==> config.mk <==
export PLATFORM = sky130hd
export DESIGN_NAME = nos_byte_store
export DESIGN_NICKNAME = d
export VERILOG_FILES = /design/src/rtl/core/nos_byte_store.sv
export SDC_FILE = /design/constraint.sdc
export NUM_CORES = 1
export LEC_CHECK = 0
export BUFFER_PORTS_ARGS = -buffer_cell sky130_fd_sc_hd__buf_2
export CORE_MARGIN = 1.5
export CORE_UTILIZATION = 50
export CTS_BUF_LIST = sky130_fd_sc_hd__clkbuf_8 sky130_fd_sc_hd__clkbuf_16
export DETAILED_ROUTE_END_ITERATION = 7
export PLACE_DENSITY = 0.72
export RECOVER_POWER = 50
export SLEW_MARGIN = 20
export SYNTH_ARGS = -nofsm -noshare
export SYNTH_HDL_FRONTEND = slang
export SYNTH_SLANG_ARGS = --single-unit
==> constraint.sdc <==
create_clock -name clock -period 3.1 [get_ports clock]
set_clock_uncertainty 0.1 [all_clocks]
set_input_delay 0.31 -clock clock [delete_from_list [all_inputs] [get_ports clock]]
set_output_delay 0.31 -clock clock [all_outputs]
set_load 0.005 [all_outputs]
==> src/rtl/core/nos_byte_store.sv <==
// Byte-wide single-port-write, single-port-read memory with registered read.
// Used for both the text and the pattern store. No package dependency.
module nos_byte_store #(
   parameter int DEPTH = 32,
   parameter int AW    = 5
) (
   input  logic          clock,
   input  logic          wr_en,
   input  logic [AW-1:0] wr_addr,
   input  logic [7:0]    wr_data,
   input  logic          rd_en,
   input  logic [AW-1:0] rd_addr,
   output logic [7:0]    rd_data
);

   logic [7:0] mem [DEPTH];
   logic [7:0] rd_data_ff;

   always_ff @(posedge clock) begin
      if (wr_en) begin
         mem[wr_addr] <= wr_data;
      end
   end

   always_ff @(posedge clock) begin
      if (rd_en) begin
         rd_data_ff <= mem[rd_addr];
      end
   end

   assign rd_data = rd_data_ff;

endmodule

# Yosys cells after proc, flatten, opt, wreduce, memory -nomap -nowiden
# Memory sizes are Yosys's and may differ from the RTL's. A register that Yosys moved wholly into a read port is not among the register bits.
# Index checks and enable logic that the tools add are counted.
[word_totals]
input_bits = 21
elab_cells = 3
regBits = 0
mem_bits_rw = 256
mem_count = 1
output_inout_bits = 8
[op_classes]
muxes = 2
[memory_table]
columns = ["name", "words", "word_bits", "read_ports", "rd_ports_with_merged_regs", "write_ports", "line", "source"]
rows = [
  ["mem", 32, 8, 1, 1, 1, "16", "logic [7:0] mem [DEPTH];"],
]
[op_table]
columns = ["operator", "n"]
rows = [
  ["two-way mux 1 bit", 2],
]

# Depth between registers and ports, before layout
# Gate-level depths: netlist (run 1).
[depth]
depth_word = 2
ltp_mapped = 5
depth_no_buf = 3

# Worst setup path before layout (run 1)
# No wires, ideal clock.
[synth_timing]
path_kind = "input -> register"
from = "input rd_addr[2]"
to = "register rd_data_ff[0], in the netlist rd_data[0] (read register of mem), data pin"
cell_stages = 5
setup_time_ps = 260
arrival_time_ps = 1992
setup_slack_ps = 748
n_path_buf = 2
cell_sequence = "clkbuf_1 -> clkbuf_1 -> mux4_2 -> mux4_2 -> mux2_2"
[synth_lines]
columns = ["item", "line", "source"]
rows = [
  ["from (decl)", "12", "input logic [AW-1:0] rd_addr,"],
  ["to (decl)", "17", "logic [7:0] rd_data_ff;"],
]

==> results.cfg, run 1 <==
[floorplanning]
die_y_um = 145
core_um2 = 19700
start_util_pct = 51.6
die_w_um = 145
pin_count = 29
dieArea_um2 = 21100
fp-row-count = 51

[power]
ir_drop_mv = 0.333
power.density_nw_per_um2 = 643
p_leak_uw = 0.00351
p_total_uw = 7320

[global_routing]
grt_antenna_before_repair = 0
gr-total-overflow = 0
grt_pass1_wl_mm = 29.9
grt_max_degree = 35
grt_util_all_layers_pct = 19.4
grt_pass1_vias = 4596

[timing]
max_clock_freq_mhz = 476
hold_ws_ps = 147
tns_ps = 0
tightest_slew_ps = 1540
setup_viol = 0
slew_violations = 33
hold_viol = 0
timing.final.crit_period_ps = 2100
period_share_pct = 67.7
rsz0062_at_grt = no
max_slew_margin_pct = -2.59

[routing]
drt_wl_total_mm = 19.7
wl_per_cell_um = 26.6
drc = 0
detail-route-antenna-nets = 0
vias = 4486
vias_per_cell = 6.05
drt_iter0_drc = 549
firstDrtPassIters = 4

[clock_network]
cts.clk_slew.worst_paths_ps = 60
clockBufferDepth = 3
cts_tree = done
ctsHtreeMaxLevel = 1
root_buffer = clkbuf_16
numCtsBuffers = 25
ctsHoldBuffers = 0
cts.repair.resized = 0
post-cts-setup-buffer-count = 0
worstSkewPairLatency_ps = 530
clock_sinks = 264

[layout]
postLayoutCoreUtil_pct = 57.9
fillerInstances = 1423
area_growth_pct = 12.2
fin_area_um2 = 11400
drive_above_1_share_pct = 30.6
finalNetCount = 479
regArea_um2 = 7930
multi_input_area_um2 = 2100
diodes = 0

[worst_setup_path]
r2r-start = mem[23][7]
crit_fanout = 1
startpoint_type = flip-flop
rrSetupSlack_ps = 1000
reg2reg_to = rd_data[7]
critPathLaunch = mem[23][7]
cp.arrival_ps = 2260
path_class = reg2reg
end_kind = flip-flop
reg2reg_depth = 3
setup.worst_path.end = rd_data[7]
required_ps = 3260

[placed_design]
hpwl_mm = 12.2
place_congestion = 0.774
io_buffers = 28
place_area_um2 = 10600

[outcome]
run_status = finished, violations left
violations = capacitance limit, slew limit

[synth]
yosysTopAreaCell = edfxtp_1
synth_edf_count = 264
syn_nets = 438
synth_area_leaders = edfxtp_1 78%, mux4_2 18%, nor2_1 1.2%, mux2_2 0.89%, buf_4 0.44%
ys_ff_latch = 264
synth_cell_type_count = 14
yosys.area.top_type_share_pct = 78.2
syn_inst = 417
ys_async_sr_fraction_pct = 0
synth_commonest_cells = 264 x edfxtp_1, 80 x mux4_2, 33 x nor2_1
synth_flop_cell = edfxtp_1
yosysSeqAreaShare_pct = 78.2
synth.most_common_cell = edfxtp_1
avgSynthCellArea_um2 = 24.3
synth.cell_area_um2 = 10100
yosysWarningCount = 0

[run]
max-cap-violations = 1

[hold_path]
hold_path_class = in2reg
[metrics by stage]
step	instances	setup WS, ps
final	742	1000
after global routing	742	960
after CTS	742	998
after detailed placement	696	494
after global placement	696	533
after floorplan	417	748
[final cells by class]
class | count | area share (%)
multi-input combinational | 133 | 18.5
clock buffer | 25 | 5.50
sequential | 264 | 69.7
timing repair buffer | 34 | 1.95
clock inverter | 21 | 1.46
tap | 265 | 2.92
[where the power goes]
group          internal [uW]  switching, uW
combinational            159            204
sequential              3990           13.5
clock                   1710           1240
total                   5860           1460
[cells in the final DEF, fill, tap and decap left out]
cell type / n
edfxtp_1: 264
mux4_2: 80
nor2_1: 33
clkbuf_16: 25
buf_2: 17
clkbuf_1: 11
clkinv_1: 9
mux2_2: 8
nand3b_1: 5
inv_1: 5
buf_12: 4
or3b_2: 3
bufinv_16: 3
clkinv_2: 3
nand3_1: 2
buf_4: 2
nand2_1: 1
or3_1: 1
inv_6: 1
[sequential cells by signal, indices dropped and copies added (netlist names)]
register / flops
rd_data: 8
mem: 256
[cells by family (layout without fill, tap and decap cells)]
logic type | count (synthesis) | count (layout) | share of synthesized area (%)
and+or+nand+nor | 45 | 45 | 2.05
muxes | 88 | 88 | 18.7
DFF | 264 | 264 | 78.2
buffers and inverters | 20 | 80 | 1.05
[per-layer routing]
metal | global-route usage (%) | up-vias | wire, um
li1 | - | 1872 | -
met1 | 30.3 | 2402 | 8770
met2 | 29.5 | 190 | 9210
met3 | 2.92 | 22 | 1520
met4 | 4.23 | 0 | 240
met5 | 0 | - | 0
[critical path, stage by stage, from the launching register on]
cell and delay (ps):
edfxtp_1 370, mux4_2 520, mux4_2 550, mux2_2 290
[worst min-delay path by stage]
stage                          start          to  slack, ps  depth (start not counted)
after global placement         rd_en  rd_data[4]        590                          1
final                          rd_en  rd_data[3]        150                          1
after CTS                      rd_en  rd_data[3]         40                          1
after detailed placement       rd_en  rd_data[3]        580                          1
after global routing           rd_en  rd_data[3]        150                          1
after floorplan           wr_data[0]   mem[0][0]        310                          0
Note: power is estimated with default switching activity, not from simulation.
==> run 2, diff against run 1 <==
- PLACE_DENSITY: 0.72 -> 0.75
- clock period: 3.1 -> 1.8 ns (I/O delays scaled with it)
==> run 2 against run 1 <==
Effect of this change:
- the run ends with capacitance limit, slew limit, setup timing left
- highest routed layer unchanged
- sequential share of layout area shrank 2.1 points
- first-iteration DRC count is 16% higher
- critical path type unchanged
- clock power rose by 68%
- maximum frequency rose by 1.8%
==> results.cfg, run 2 (synthesized netlist as in run 1, its figures left out) <==
[hold_path]
hold_path_class = in2reg

[layout]
largest_register_ffs = 256
layout_commonest_cell = edfxtp_1
area_growth_pct = 15.7
postLayoutCoreUtil_pct = 59.6
fillerInstances = 1379
finalNetCount = 517
multi_input_area_um2 = 2120
layout_common_cells = 264 x edfxtp_1, 80 x mux4_2, 36 x buf_4
fin_area_um2 = 11700
drive_above_1_share_pct = 36.8
diodes = 0
regArea_um2 = 7930
top_register = mem

[global_routing]
grt_util_all_layers_pct = 20.0
grt_max_degree = 33
grt_antenna_before_repair = 0
gr-total-overflow = 0
grt_pass1_vias = 4868
grt_pass1_wl_mm = 31.0

[outcome]
run_status = finished, violations left
violations = capacitance limit, slew limit, setup timing

[timing]
rsz0062_at_grt = yes
tns_ps = -1920
timing.final.ws_setup_ps = -262
setup_viol = 8
max_clock_freq_mhz = 485
tightest_slew_ps = 1510
hold_viol = 0
timing.final.crit_period_ps = 2060
period_share_pct = 115
max_slew_margin_pct = -0.568
slew_violations = 33

[power]
power.density_nw_per_um2 = 1070
power_frac_comb_pct = 5.3
intPower_uw = 10000
pwr-share-clk_pct = 39.7
ir_drop_mv = 0.560
switching_share_pct = 20.3
p_total_uw = 12500
p_seq_share_pct = 55.0
p_leak_uw = 0.00374
power_switching_uw = 2540

[routing]
drt_wl_total_mm = 20.6
wl_per_cell_um = 26.4
firstDrtPassIters = 6
drt_iter0_drc = 638
detail-route-antenna-nets = 0
vias = 4675
drc = 0
vias_per_cell = 6.00

[worst_setup_path]
crit_fanout = 1
startpoint_type = flip-flop
required_ps = 1960
end_kind = flip-flop
cp.arrival_ps = 2220
path_class = reg2reg

[floorplanning]
start_util_pct = 51.6
die_w_um = 145
pin_count = 29
dieArea_um2 = 21100
core_um2 = 19700
die_y_um = 145
fp-row-count = 51

[placed_design]
io_buffers = 28
hpwl_mm = 12.9
place_congestion = 0.759
place_area_um2 = 10900

[clock_network]
post-cts-setup-buffer-count = 0
worstSkewPairLatency_ps = 520
ctsHtreeMaxLevel = 1
cts.clk_slew.worst_paths_ps = 60
clock_sinks = 264
clockBufferDepth = 3
root_buffer = clkbuf_16
numCtsBuffers = 25
cts_tree = done

[run]
max-cap-violations = 1
[run 2: power by group through the flow]
stage / combinational [uW] / clock, uW / sequential (uW)
floorplan: 394 / 0 / 7010
global placement: 652 / 0 / 7020
detailed placement: 666 / 0 / 7020
CTS: 675 / 5020 / 6890
global route: 711 / 5240 / 6900
finish: 669 / 4970 / 6900
[run 2: per-stage QoR]
| stage | std cells | setup WS, ps | hold slack (ps) |
|---|---|---|---|
| 2_1_floorplan | 417 | -216 | 179 |
| 3_3_place_gp | 733 | -518 | 467 |
| 3_5_place_dp | 733 | -534 | 469 |
| 4_1_cts | 779 | -290 | 72.6 |
| 5_1_grt | 779 | -285 | 96.5 |
| 6_report | 779 | -262 | 101 |
[run 2: area by class of cell]
class	count	area share (%)
flip-flops and latches	264	67.6
clock inverters	20	1.30
well taps	265	2.83
repair buffers	72	4.81
multi-input cells	133	18.1
clock buffers	25	5.34
[run 2: final timing paths]
path	startpoint	to	slack, ps	cells past startpoint
min reg2reg	mem[28][1]	rd_data[1]	880	3
min	rd_addr[3]	rd_data[3]	100	2
max reg2reg	mem[23][7]	rd_data[7]	-260	3
max	mem[23][7]	rd_data[7]	-260	3
[run 2: layer usage]
| layer | up-vias | share of wire [%] | global-route usage, % |
|---|---|---|---|
| met3 | 32 | 8.1 | 2.13 |
| met1 | 2460 | 41 | 30.0 |
| met4 | 0 | 2.1 | 4.80 |
| met2 | 244 | 49 | 32.3 |
| met5 | - | 0 | 0 |
| li1 | 1939 | - | - |
[run 2: what timing repair did]
item,4_1_cts,5_1_grt
hold endpoints to repair,8,0
hold buffers,1,0
setup endpoints to repair,8,8
resized for setup,2,3
[run 2: critical path, cell delays in order (launching register included)]
cell and delay, ps:
edfxtp_1 380, mux4_2 530, mux4_2 520, mux2_2 280
==> run 3, diff against run 2 <==
- CORE_UTILIZATION: 50 -> 40
- HOLD_SLACK_MARGIN: unset -> 0.15
- PLACE_DENSITY: 0.75 -> unset
- PLACE_DENSITY_LB_ADDON: unset -> 0.1
==> run 3 against run 2 <==
Effect of this change:
- the run ends with setup timing left
- via count decreased by 0.62%
- cell count up 11%
- first-iteration DRC count shrank 32%
- final area is 2.0% higher
- maximum frequency decreased by 1.0%
==> results.cfg, run 3 (synthesized netlist as in run 1, its figures left out) <==
[outcome]
run_status = finished, violations left
violations = setup timing

[global_routing]
gr-total-overflow = 0
grt_max_degree = 37
grt_pass1_wl_mm = 32.8
grt_pass1_vias = 4792
grt_antenna_before_repair = 0
grt_util_all_layers_pct = 17.6

[clock_network]
post-cts-setup-buffer-count = 0
numCtsBuffers = 28
ctsHtreeMaxLevel = 1
clock_sinks = 264
cts_tree = done
cts.clk_slew.worst_paths_ps = 60
worstSkewPairLatency_ps = 540
clockBufferDepth = 3
root_buffer = clkbuf_16

[timing]
timing.final.ws_setup_ps = -283
max_clock_freq_mhz = 480
tightest_slew_ps = 697
period_share_pct = 116
slew_violations = 0
max_slew_margin_pct = 53.5
hold_viol = 0
setup_viol = 8
rsz0062_at_grt = yes
hold_ws_ps = 239
timing.final.crit_period_ps = 2080

[routing]
drt_iter0_drc = 433
vias = 4646
detail-route-antenna-nets = 0
wl_per_cell_um = 25.7
firstDrtPassIters = 4
drt_wl_total_mm = 22.2
vias_per_cell = 5.37
drc = 0

[layout]
largest_register_ffs = 256
postLayoutCoreUtil_pct = 47.8
diodes = 0
finalNetCount = 536
area_growth_pct = 18.0
layout_common_cells = 264 x edfxtp_1, 80 x mux4_2, 33 x nor2_1
fillerInstances = 2083
drive_above_1_share_pct = 33.3
layout_commonest_cell = edfxtp_1
top_register = mem

[run]
max-cap-violations = 0

[power]
p_leak_uw = 0.00379
ir_drop_mv = 0.723
power.density_nw_per_um2 = 1090

[worst_setup_path]
critical_path.most_common_cell = mux4_2
startpoint_type = flip-flop
cp_slowest_cell = mux4_2
worstPathCellList = mux4_2 -> mux4_2 -> mux2_4
crit_fanout = 1
path_class = reg2reg
critPathBufInv = 0
end_kind = flip-flop
required_ps = 1980
rrSetupSlack_ps = -280
cp_top_family = multiplexers
critical_path.max_stage_delay_ps = 560
cp.arrival_ps = 2270

[floorplanning]
pin_count = 29
fp-row-count = 58
die_y_um = 162
dieArea_um2 = 26300
core_um2 = 25000
die_w_um = 162
start_util_pct = 40.5

[hold_path]
hold_path_class = in2reg

[placed_design]
place_congestion = 0.718
hpwl_mm = 13.9
io_buffers = 28
run 3: area by class of cell:
| type | count | area (um^2) | share of cell area, % |
|---|---|---|---|
| clock buffers | 29 | 726 | 6.07 |
| clock inverters | 21 | 143 | 1.19 |
| multi-input cells | 133 | 2130 | 17.8 |
| flip-flops and latches | 264 | 7930 | 66.3 |
| well taps | 330 | 413 | 3.45 |
| repair buffers | 88 | 622 | 5.20 |
run 3: worst reg2reg max path: stages (launching register included):
cell	delay, ps
edfxtp_1	370
mux4_2	520
mux4_2	560
mux2_4	290
run 3: metal layers:
layer / vias to the layer above / share of wire [%] / global-route usage, %
met5: - / 0 / 0
met4: 0 / 2.1 / 4.13
met3: 31 / 5.7 / 3.58
met2: 122 / 45 / 26.4
met1: 2510 / 47 / 26.8
li1: 1983 / - / -
run 3: worst paths after layout:
check | from | endpoint | depth (start not counted)
setup / recovery | mem[31][0] | rd_data[0] | 3
hold / removal | rd_addr[4] | rd_data[6] | 4
setup reg to reg | mem[31][0] | rd_data[0] | 3
hold reg to reg | mem[4][2] | rd_data[2] | 3
run 3: report_power, final:
part           switching (uW)  leakage (uW)  internal, uW
clock network            2270      0.000451          3170
registers                21.3       0.00238          6860
logic                     387      0.000958           338
run 3: timing repair:
item | in CTS | in global routing
endpoints found under the hold margin | 272 | 0
resized for setup | 4 | 3
hold buffers | 10 | 0
endpoints found under the setup margin | 8 | 8
run 3: per-stage QoR:
step | setup slack (ps) | area, um^2 | setup TNS, ps | cells | power [uW]
after floorplan | -216 | 10200 | -1730 | 417 | 7400
after CTS | -280 | 12000 | -2140 | 865 | 13200
after global placement | -632 | 11100 | -4710 | 805 | 7720
after detailed placement | -641 | 11100 | -4770 | 805 | 7730
final | -283 | 12000 | -2030 | 865 | 13100
after global routing | -301 | 12000 | -2290 | 865 | 13500
