<file path="src/rtl/core/nos_pkg.sv">
// Package for the nth occurrence substring search block.
// Holds request kinds, status codes, sequencer states and the structs that
// pass between the sequencer and the top level. Depends on nothing.
package nos_pkg;

   localparam int TEXT_DEPTH_DEF    = 1024;
   localparam int PATTERN_DEPTH_DEF = 32;

   localparam int BYTE_W     = 8;
   localparam int START_W    = 16;
   localparam int NTH_W      = 16;
   localparam int POSITION_W = 11;
   localparam int STATUS_W   = 2;

   typedef enum logic [1:0] {
      FUNC_CLEAR   = 2'd0,
      FUNC_TEXT    = 2'd1,
      FUNC_PATTERN = 2'd2,
      FUNC_SEARCH  = 2'd3
   } nos_func_type;

   localparam logic [STATUS_W-1:0] STATUS_OK       = 2'd0;
   localparam logic [STATUS_W-1:0] STATUS_NTH_ERR  = 2'd1;
   localparam logic [STATUS_W-1:0] STATUS_OVERFLOW = 2'd2;

   typedef enum logic [2:0] {
      S_IDLE,
      S_INIT,
      S_CHECK,
      S_ADDR,
      S_CMP,
      S_DONE
   } nos_state_type;

   // search launch from the top level
   typedef struct packed {
      logic                      go;
      logic signed [START_W-1:0] start;
      logic [NTH_W-1:0]          nth;
   } nos_cmd_type;

   // finished search from the sequencer
   typedef struct packed {
      logic                  valid;
      logic                  idle;
      logic [POSITION_W-1:0] position;
      logic [STATUS_W-1:0]   status;
   } nos_result_type;

endpackage

</file>
<file path="src/rtl/core/nos_search_seq.sv">
// Search sequencer: walks candidate positions and compares one pattern byte
// per step through a single shared byte comparator. Depends on nos_pkg.
module nos_search_seq
   import nos_pkg::*;
#(
   parameter int TEXT_DEPTH    = TEXT_DEPTH_DEF,
   parameter int PATTERN_DEPTH = PATTERN_DEPTH_DEF
) (
   input  logic                 clock,
   input  logic                 reset,
   input  nos_cmd_type          cmd,
   input  logic [$clog2(TEXT_DEPTH+1)-1:0]    text_len,
   input  logic [$clog2(PATTERN_DEPTH+1)-1:0] pat_len,
   input  logic                 overflow,
   input  logic                 res_ack,
   output logic                 rd_en,
   output logic [$clog2(TEXT_DEPTH)-1:0] text_rd_addr,
   output logic [((PATTERN_DEPTH > 1) ? $clog2(PATTERN_DEPTH) : 1)-1:0] pat_rd_addr,
   input  logic [BYTE_W-1:0]    text_rd_data,
   input  logic [BYTE_W-1:0]    pat_rd_data,
   output nos_result_type       res
);

   localparam int TW  = $clog2(TEXT_DEPTH);
   localparam int TLW = $clog2(TEXT_DEPTH+1);
   localparam int PAW = (PATTERN_DEPTH > 1) ? $clog2(PATTERN_DEPTH) : 1;
   localparam int PLW = $clog2(PATTERN_DEPTH+1);
   localparam int CW  = ((TLW > START_W) ? TLW : START_W) + 2;

   nos_state_type state_ff, state_in;
   logic signed [CW-1:0]   cand_ff, cand_in;
   logic signed [CW-1:0]   last_ff, last_in;
   logic                   fwd_ff, fwd_in;
   logic [NTH_W-1:0]       nth_ff, nth_in;
   logic [PLW-1:0]         k_ff, k_in;
   logic signed [START_W-1:0] origin_ff, origin_in;
   logic                   nth_err_ff, nth_err_in;
   logic [POSITION_W-1:0]  pos_ff, pos_in;

   logic signed [CW-1:0] tl_s, pl_s, start_s, beg_a, beg_b, addr_sum, cand_next;
   logic                 cand_ok, byte_eq;

   assign tl_s      = signed'({{(CW-TLW){1'b0}}, text_len});
   assign pl_s      = signed'({{(CW-PLW){1'b0}}, pat_len});
   assign start_s   = CW'(origin_ff);
   assign beg_a     = tl_s + start_s;
   assign beg_b     = tl_s - pl_s;
   assign addr_sum  = cand_ff + signed'({{(CW-PLW){1'b0}}, k_ff});
   assign cand_next = fwd_ff ? (cand_ff + CW'(1)) : (cand_ff - CW'(1));
   assign cand_ok   = fwd_ff ? (cand_ff < last_ff) : (cand_ff >= CW'(0));
   assign byte_eq   = (text_rd_data == pat_rd_data);

   always_ff @(posedge clock) begin
      if (reset) begin
         state_ff <= S_IDLE;
      end else begin
         state_ff <= state_in;
      end
   end

   always_ff @(posedge clock) begin
      cand_ff    <= cand_in;
      last_ff    <= last_in;
      fwd_ff     <= fwd_in;
      nth_ff     <= nth_in;
      k_ff       <= k_in;
      origin_ff  <= origin_in;
      nth_err_ff <= nth_err_in;
      pos_ff     <= pos_in;
   end

   always_comb begin
      state_in   = state_ff;
      cand_in    = cand_ff;
      last_in    = last_ff;
      fwd_in     = fwd_ff;
      nth_in     = nth_ff;
      k_in       = k_ff;
      origin_in  = origin_ff;
      nth_err_in = nth_err_ff;
      pos_in     = pos_ff;
      rd_en      = 1'b0;

      case (state_ff)
         S_IDLE: begin
            if (cmd.go) begin
               origin_in  = cmd.start;
               nth_in     = cmd.nth;
               nth_err_in = (cmd.nth == '0);
               pos_in     = '0;
               state_in   = S_INIT;
            end
         end
         S_INIT: begin
            fwd_in  = (origin_ff > 0);
            last_in = tl_s - pl_s + CW'(1);
            if (origin_ff > 0) begin
               cand_in = start_s - CW'(1);
            end else begin
               cand_in = (beg_b < beg_a) ? beg_b : beg_a;
            end
            state_in = nth_err_ff ? S_DONE : S_CHECK;
         end
         S_CHECK: begin
            k_in = '0;
            if (!cand_ok) begin
               state_in = S_DONE;
            end else if (pat_len == '0) begin
               // empty pattern hits at every candidate
               if (nth_ff == NTH_W'(1)) begin
                  pos_in   = POSITION_W'(cand_ff + CW'(1));
                  state_in = S_DONE;
               end else begin
                  nth_in  = nth_ff - NTH_W'(1);
                  cand_in = cand_next;
               end
            end else begin
               state_in = S_ADDR;
            end
         end
         S_ADDR: begin
            rd_en    = 1'b1;
            state_in = S_CMP;
         end
         S_CMP: begin
            if (!byte_eq) begin
               cand_in  = cand_next;
               state_in = S_CHECK;
            end else if (PLW'(k_ff + 1'b1) == pat_len) begin
               if (nth_ff == NTH_W'(1)) begin
                  pos_in   = POSITION_W'(cand_ff + CW'(1));
                  state_in = S_DONE;
               end else begin
                  nth_in   = nth_ff - NTH_W'(1);
                  cand_in  = cand_next;
                  state_in = S_CHECK;
               end
            end else begin
               k_in     = PLW'(k_ff + 1'b1);
               state_in = S_ADDR;
            end
         end
         S_DONE: begin
            if (res_ack) begin
               state_in = S_IDLE;
            end
         end
         default: begin
            state_in = S_IDLE;
         end
      endcase
   end

   assign text_rd_addr = addr_sum[TW-1:0];
   assign pat_rd_addr  = k_ff[PAW-1:0];

   always_comb begin
      res.valid    = (state_ff == S_DONE);
      res.idle     = (state_ff == S_IDLE);
      res.position = pos_ff;
      if (nth_err_ff) begin
         res.status = STATUS_NTH_ERR;
      end else if (overflow) begin
         res.status = STATUS_OVERFLOW;
      end else begin
         res.status = STATUS_OK;
      end
   end

endmodule

</file>
<file path="config.mk">
export PLATFORM = sky130hd
export DESIGN_NAME = nos_search_seq
export DESIGN_NICKNAME = d
export VERILOG_FILES = /design/src/rtl/core/nos_pkg.sv /design/src/rtl/core/nos_search_seq.sv
export SDC_FILE = /design/constraint.sdc
export NUM_CORES = 1
export LEC_CHECK = 0
export ABC_AREA = 1
export BUFFER_PORTS_ARGS = -buffer_cell sky130_fd_sc_hd__buf_2
export CAP_MARGIN = 20
export CORE_ASPECT_RATIO = 1.2
export CORE_MARGIN = 4
export CORE_UTILIZATION = 54
export DETAILED_ROUTE_END_ITERATION = 6
export HOLD_SLACK_MARGIN = 0.08
export PLACE_DENSITY = 0.76
export SYNTH_ARGS = -nofsm -noshare
export SYNTH_HDL_FRONTEND = slang
export SYNTH_SLANG_ARGS = --single-unit
</file>
<file path="constraint.sdc">
create_clock -name clock -period 4 [get_ports clock]
set_clock_uncertainty 0.2 [all_clocks]
set_input_delay 0.2 -clock clock [delete_from_list [all_inputs] [get_ports clock]]
set_output_delay 0.2 -clock clock [all_outputs]
set_load 0.03 [all_outputs]
</file>
-- Word level (Yosys, flattened, before mapping)
Index checks and enable logic that the tools add are counted.
- logic and storage cells: 90
- register bits: 90
- output and inout port bits: 31
- input bits: 70
- $add $sub $neg: 9
- muxes and demuxes: 40
- $lt $le $gt $ge: 4
- eq/ne operators: 17
- reductions and logical operators: 11
- operators by type and width (operator ; number):
    $mux 18 ; 8
    $mux 16 ; 6
    $mux 11 ; 6
    $pmux 18 s3 ; 1
    $pmux 16 s3 ; 1
    $pmux 11 s3 ; 1
    $mux 3 ; 9
    $add 18x2->18 const B ; 1
    $ge 18x1->1 const B ; 1
    $lt 18x18->1 ; 1
    $pmux 3 s6 ; 1
    $sub 18x2->18 const B ; 1
    $add 12x16->17 ; 1
    $lt 12x17->1 ; 1
    $sub 16x2->17 const B ; 1
    $eq 16x1->1 const B ; 1
    $gt 16x1->1 const B ; 1
    $logic_not 16->1 ; 1
    $sub 16x1->16 const B ; 1
    $ne 2x2->1 const B ; 7
    $add 12x2->13 const B ; 1
    $mux 6 ; 2
    $pmux 6 s2 ; 1
    $sub 11x6->12 ; 1
    other kinds (19) ; 25

-- Depth between registers and ports, before layout
- depth after elaboration: 6
- mapped depth: 25
- mapped depth without buffers: 24

-- Worst setup path after synthesis
Ideal clock, no wire load.
- kind: register to register
- start point: reg origin_ff[0]
- end point: reg cand_ff[8], data pin
- period minus slack after synthesis: 3906 ps
- arrival time: 3446 ps
- setup slack: 94 ps
- cell stages (with the launch flop): 26
- buffers on the path: 1
- data required time: 3541 ps
- setup time: 259 ps
- cell sequence: edfxtp_1 > ha_1 > fa_1 > nand2_1 > nand2_1 > o21ai_0 > inv_1 > a21oi_1 > o21ai_0 > or2_2 > nand2_1 > inv_1 > ha_1 > nand2_1 > inv_1 > o21ai_0 > a21oi_1 > nor2_1 > nand3_1 > nand2_1 > nand2_1 > buf_4 > nand2_1 > nand3_1 > nand2_1 > nand3_1
- cells in the longest elaborated chain, start to end: 5
- elaborated cells between the ends (all ways): 7
- classes of those cells: 2 x add/sub; 2 x order compare; 3 x mux
- RTL lines (element ; RTL line ; RTL):
    start: declaration ; nos_search_seq.sv:36 ; logic signed [START_W-1:0] origin_ff, origin_in;
    start signal: assignment ; nos_search_seq.sv:67 ; origin_ff <= origin_in;
    $add 12x16->17 ; nos_search_seq.sv:46 ; assign beg_a = tl_s + start_s;
    $lt 12x17->1 ; nos_search_seq.sv:100 ; cand_in = (beg_b < beg_a) ? beg_b : beg_a;
    $mux 18 ; nos_search_seq.sv:100 ;
    $mux 18 * ; nos_search_seq.sv:97 ; if (origin_ff > 0) begin
    $pmux 18 s3 * ; nos_search_seq.sv:84 ; case (state_ff)
    via cand_in[8] ; nos_search_seq.sv:31 ; logic signed [CW-1:0] cand_ff, cand_in;
    end signal: assignment ; nos_search_seq.sv:62 ; cand_ff <= cand_in;
    end: declaration ; nos_search_seq.sv:31 ;
Mark *: on every way through the listed nets, which the timed path passes. The rest lies on a longest branch.
A chain may end at the register's enable or synchronous reset.

-- Final worst setup path
- start point: in pat_len[0]
- end point: reg cand_ff[4], data pin
- cells in the longest elaborated chain, start to end: 5
- RTL lines (element ; RTL line ; RTL):
    start: declaration ; nos_search_seq.sv:13 ; input logic [$clog2(PATTERN_DEPTH+1)-1:0] pat_len,
    $sub 11x6->12 * ; nos_search_seq.sv:47 ; assign beg_b = tl_s - pl_s;
    $lt 12x17->1 ; nos_search_seq.sv:100 ;
    $mux 18 * ; nos_search_seq.sv:100 ;
    $mux 18 * ; nos_search_seq.sv:97 ;
    $pmux 18 s3 * ; nos_search_seq.sv:84 ;
    via cand_in[4] ; nos_search_seq.sv:31 ;
Marks and branches as above.

==> key figures <==
Layout
  – Fillcell total: 1334
  – Number of diodes: 0
  – Fin area: 9870 um^2
  – Layout cells sized above 1: ~15%
  – Final #Nets: 1458
  – Area grow syn2layout: 19.4%

Drt
  – Via Count: 8287
  – Via density per instance: 5.42
  – DRT iter0 DRCs: about 810
  – DR pass1 iterations: 5
  – DRT Wirelength: around 23 mm
  – Number of remaining DRC errors: 0
  – WL/cell: 15.2 um
  – DRT antenna net count: 0

Synth
  – Ys async rst share: 0%
  – Syn Area/Cell: approximately 7.1 um^2
  – Post-synth top flop: edfxtp_1
  – Post-synth EDFFs: just over 80
  – Mapped Cells: 1172
  – Post-synth net total: between 1000 and 1500
  – Ys Warns: 0
  – Post-synth cell types: 49
  – FF+latch count, synth: 85
  – Sequential area share after synthesis: 30.5%
  – Mapped Area: 8270 um^2

Power
  – Sequential share of power: 29.3%
  – Peak VDD IR: 0.000370 V
  – Tot Pwr: 7.15 mW
  – Net switching power: around 3.7 mW
  – Comb power frac: 59.8%
  – Clock network power share: 11.0%
  – Internal Power: between 3 and 4 mW
  – Sw Share: 51.6%
  – Power Density: 724 nW/um^2
  – Leakage: 4.74 nW

Worst hold path
  – HP Class: input port to register
  – Hold path cells: 3

Placed design
  – Dpl cell area: 9090 um^2
  – PortBufs: 100
  – Global placement routability congestion: 0.979
  – Post-DP HPWL: 18.0 mm

Critical path
  – Worst Setup End Kind: register
  – Worst reg-to-reg path cell count: 25
  – CP required: 3900 ps
  – Crit-path max FO: 17
  – Critical Path Start Type: input port
  – CP arrival: 3670 ps
  – Setup Crit Path Kind: input port to register

Clocking
  – Root buf cell: clkbuf_16
  – Clock Pin Slew Worst Setup and Hold Paths: 60 ps
  – Number of buffers created by CTS: 9
  – Clk Latency, worst-skew pair: 350 ps
  – TritonCTS clock tree: done
  – CTS Sinks: 85
  – Clock Tree Buf Depth: 2
  – H-Tree Depth: 3

Timing
  – Hold WS: 114 ps
  – Tcrit/Tclk final: 94.4%
  – Slew margin rel.: 45.8%
  – Final Hold Viols: 0
  – Final setup fails: 0
  – Worst-Margin Slew: 804 ps
  – Min Clock Period, post-route: between 3000 and 4000 ps
  – Achievable Freq: between 0.2 and 0.3 GHz
  – Max-slew violations: 0

Global routing
  – Vias in the first global route: 8172
  – Total track usage: 27.2%
  – Global-route wire length before repair: 37.6 mm
  – Initial antenna violation count: 0
  – Largest net degree at the start of global routing: 41
  – Global route overflow: 0

Run status
  – Status: complete, no violations

Floorplanning
  – Die Y: 144 um
  – Die area: 17400 um^2
  – Initial Utilization: 55.0%
  – Rows: between 40 and 50
  – Core area: 15000 um^2
  – Die Wd: 121 um
  – Top Ports: 101

Flow run
  – Max cap viols: 0
## metal layers
| layer | up-vias | part of all wire, % | GRT usage (%) |
|---|---|---|---|
| met5 | - | 0 | 0 |
| met1 | 3753 | 41 | 31.9 |
| li1 | 4145 | - | - |
| met2 | 317 | 49 | 47.8 |
| met3 | 72 | 6.0 | 4.41 |
| met4 | 0 | 4.4 | 13.9 |
## cell type report
cell class / instances / area [um^2] / area share (%)
timing repair buffer: 165 / 1100 / 11.1
multi-input combinational: 890 / 5090 / 51.5
clock inverter: 6 / 45.0 / 0.456
sequential: 85 / 2520 / 25.6
inverter: 169 / 634 / 6.43
clock buffer: 10 / 229 / 2.32
tap: 204 / 255 / 2.59
## cell usage in the layout, fill, tap and decap left out, types with 20 or more instances in the layout
cell type	n
nor2_1	140
o21ai_0	49
nand2_1	272
inv_1	160
ha_1	61
nand4_1	20
edfxtp_1	82
dlygate4sd3_1	36
nor3_1	27
nand3_1	77
buf_2	99
a21oi_1	72
buf_4	28
xor2_1	59
## path summary, 6_finish.rpt
check	startpoint	endpoint	slack (ps)
min reg2reg	pos_ff[1]	pos_ff[1]	400
max reg2reg	origin_ff[0]	cand_ff[4]	290
max	pat_len[0]	cand_ff[4]	220
min	text_len[0]	last_ff[0]	110
## worst max-delay path, stage by stage
cell and delay (ps):
dlygate4sd3_1 530, buf_4 130, ha_1 140, inv_1 60, fa_2 400, nand4_1 100, o211ai_2 160, nor2_4 180
nand3_2 110, xor2_2 210, inv_2 90, ha_4 240, nand2_1 60, inv_1 40, o21ai_1 100, a21oi_1 70
nor2_1 140, nand3_1 120, nand2_1 80, nand2_1 80, buf_12 160, nand2_1 60, nand2_1 50, o21bai_1 110
nand2_1 60
## power groups by stage
stage / Combinational, mW / Clock, mW / Sequential [mW]
5_1_grt: 4.78 / 0.835 / 2.14
3_3_place_gp: 4.02 / 0 / 2.08
3_5_place_dp: 4.13 / 0 / 2.09
4_1_cts: 4.19 / 0.798 / 2.07
2_1_floorplan: 2.95 / 0 / 2.01
6_report: 4.27 / 0.784 / 2.09
## metrics by stage
stage	cells	utilization, %	setup TNS [ps]	setup slack (ps)
after global placement	1472	60.5	0	70.3
after global routing	1529	65.7	-16.7	-16.7
after CTS	1524	64.7	0	1.52
after detailed placement	1472	60.5	-15.0	-15.0
final	1529	65.7	0	223
after floorplan	1172	-	0	94.4
## sequential cells by signal, summed over array words and instances, names as in the netlist
register / flops
nth_err_ff: 1
last_ff: 13
cand_ff: 18
origin_ff: 16
k_ff: 6
nth_ff: 16
pos_ff: 11
state_ff: 3
fwd_ff: 1
## cells in the mapped netlist (3+ instances only)
master / number / area, um^2
nor3_1: 29 / 145
fa_1: 3 / 60.1
xnor2_1: 12 / 105
xor2_1: 63 / 552
dfxtp_1: 3 / 60.1
inv_1: 163 / 612
nand3_1: 78 / 390
inv_2: 6 / 22.5
xor2_2: 3 / 48.8
nand2_1: 275 / 1030
buf_4: 7 / 52.6
nor3_2: 4 / 40.0
nor4_1: 7 / 43.8
nor2_2: 7 / 43.8
and2_1: 3 / 18.8
o21ai_1: 6 / 30.0
o21bai_1: 4 / 30.0
a21oi_1: 75 / 375
edfxtp_1: 82 / 2460
buf_2: 8 / 40.0
nor2_1: 142 / 533
o31ai_1: 5 / 37.5
ha_1: 65 / 813
clkbuf_1: 12 / 45.0
a31oi_1: 7 / 43.8
o21ai_0: 55 / 275
nand4_1: 20 / 125
## logic make-up (layout without fill, tap and decap cells)
group | after synthesis | in the layout | share of synthesized area, %
adders and majority gates | 68 | 68 | 10.6
DFF | 85 | 85 | 30.5
buffers and inverters | 197 | 350 | 9.38
and+or+nand+nor | 579 | 579 | 30.1
xor gates and xnor gates | 78 | 78 | 8.54
AOI/OAI and AO/OA | 165 | 165 | 10.9
## timing repair
item                                    4_1_cts  5_1_grt
hold buffers                                 36        0
endpoints found under the setup margin        5       18
resized for setup                             1       31
endpoints found under the hold margin        37        0
setup buffers                                 0        5
pin swaps                                     0        9
gates cloned                                  0        0
Note: power is estimated with default switching activity, not from simulation.
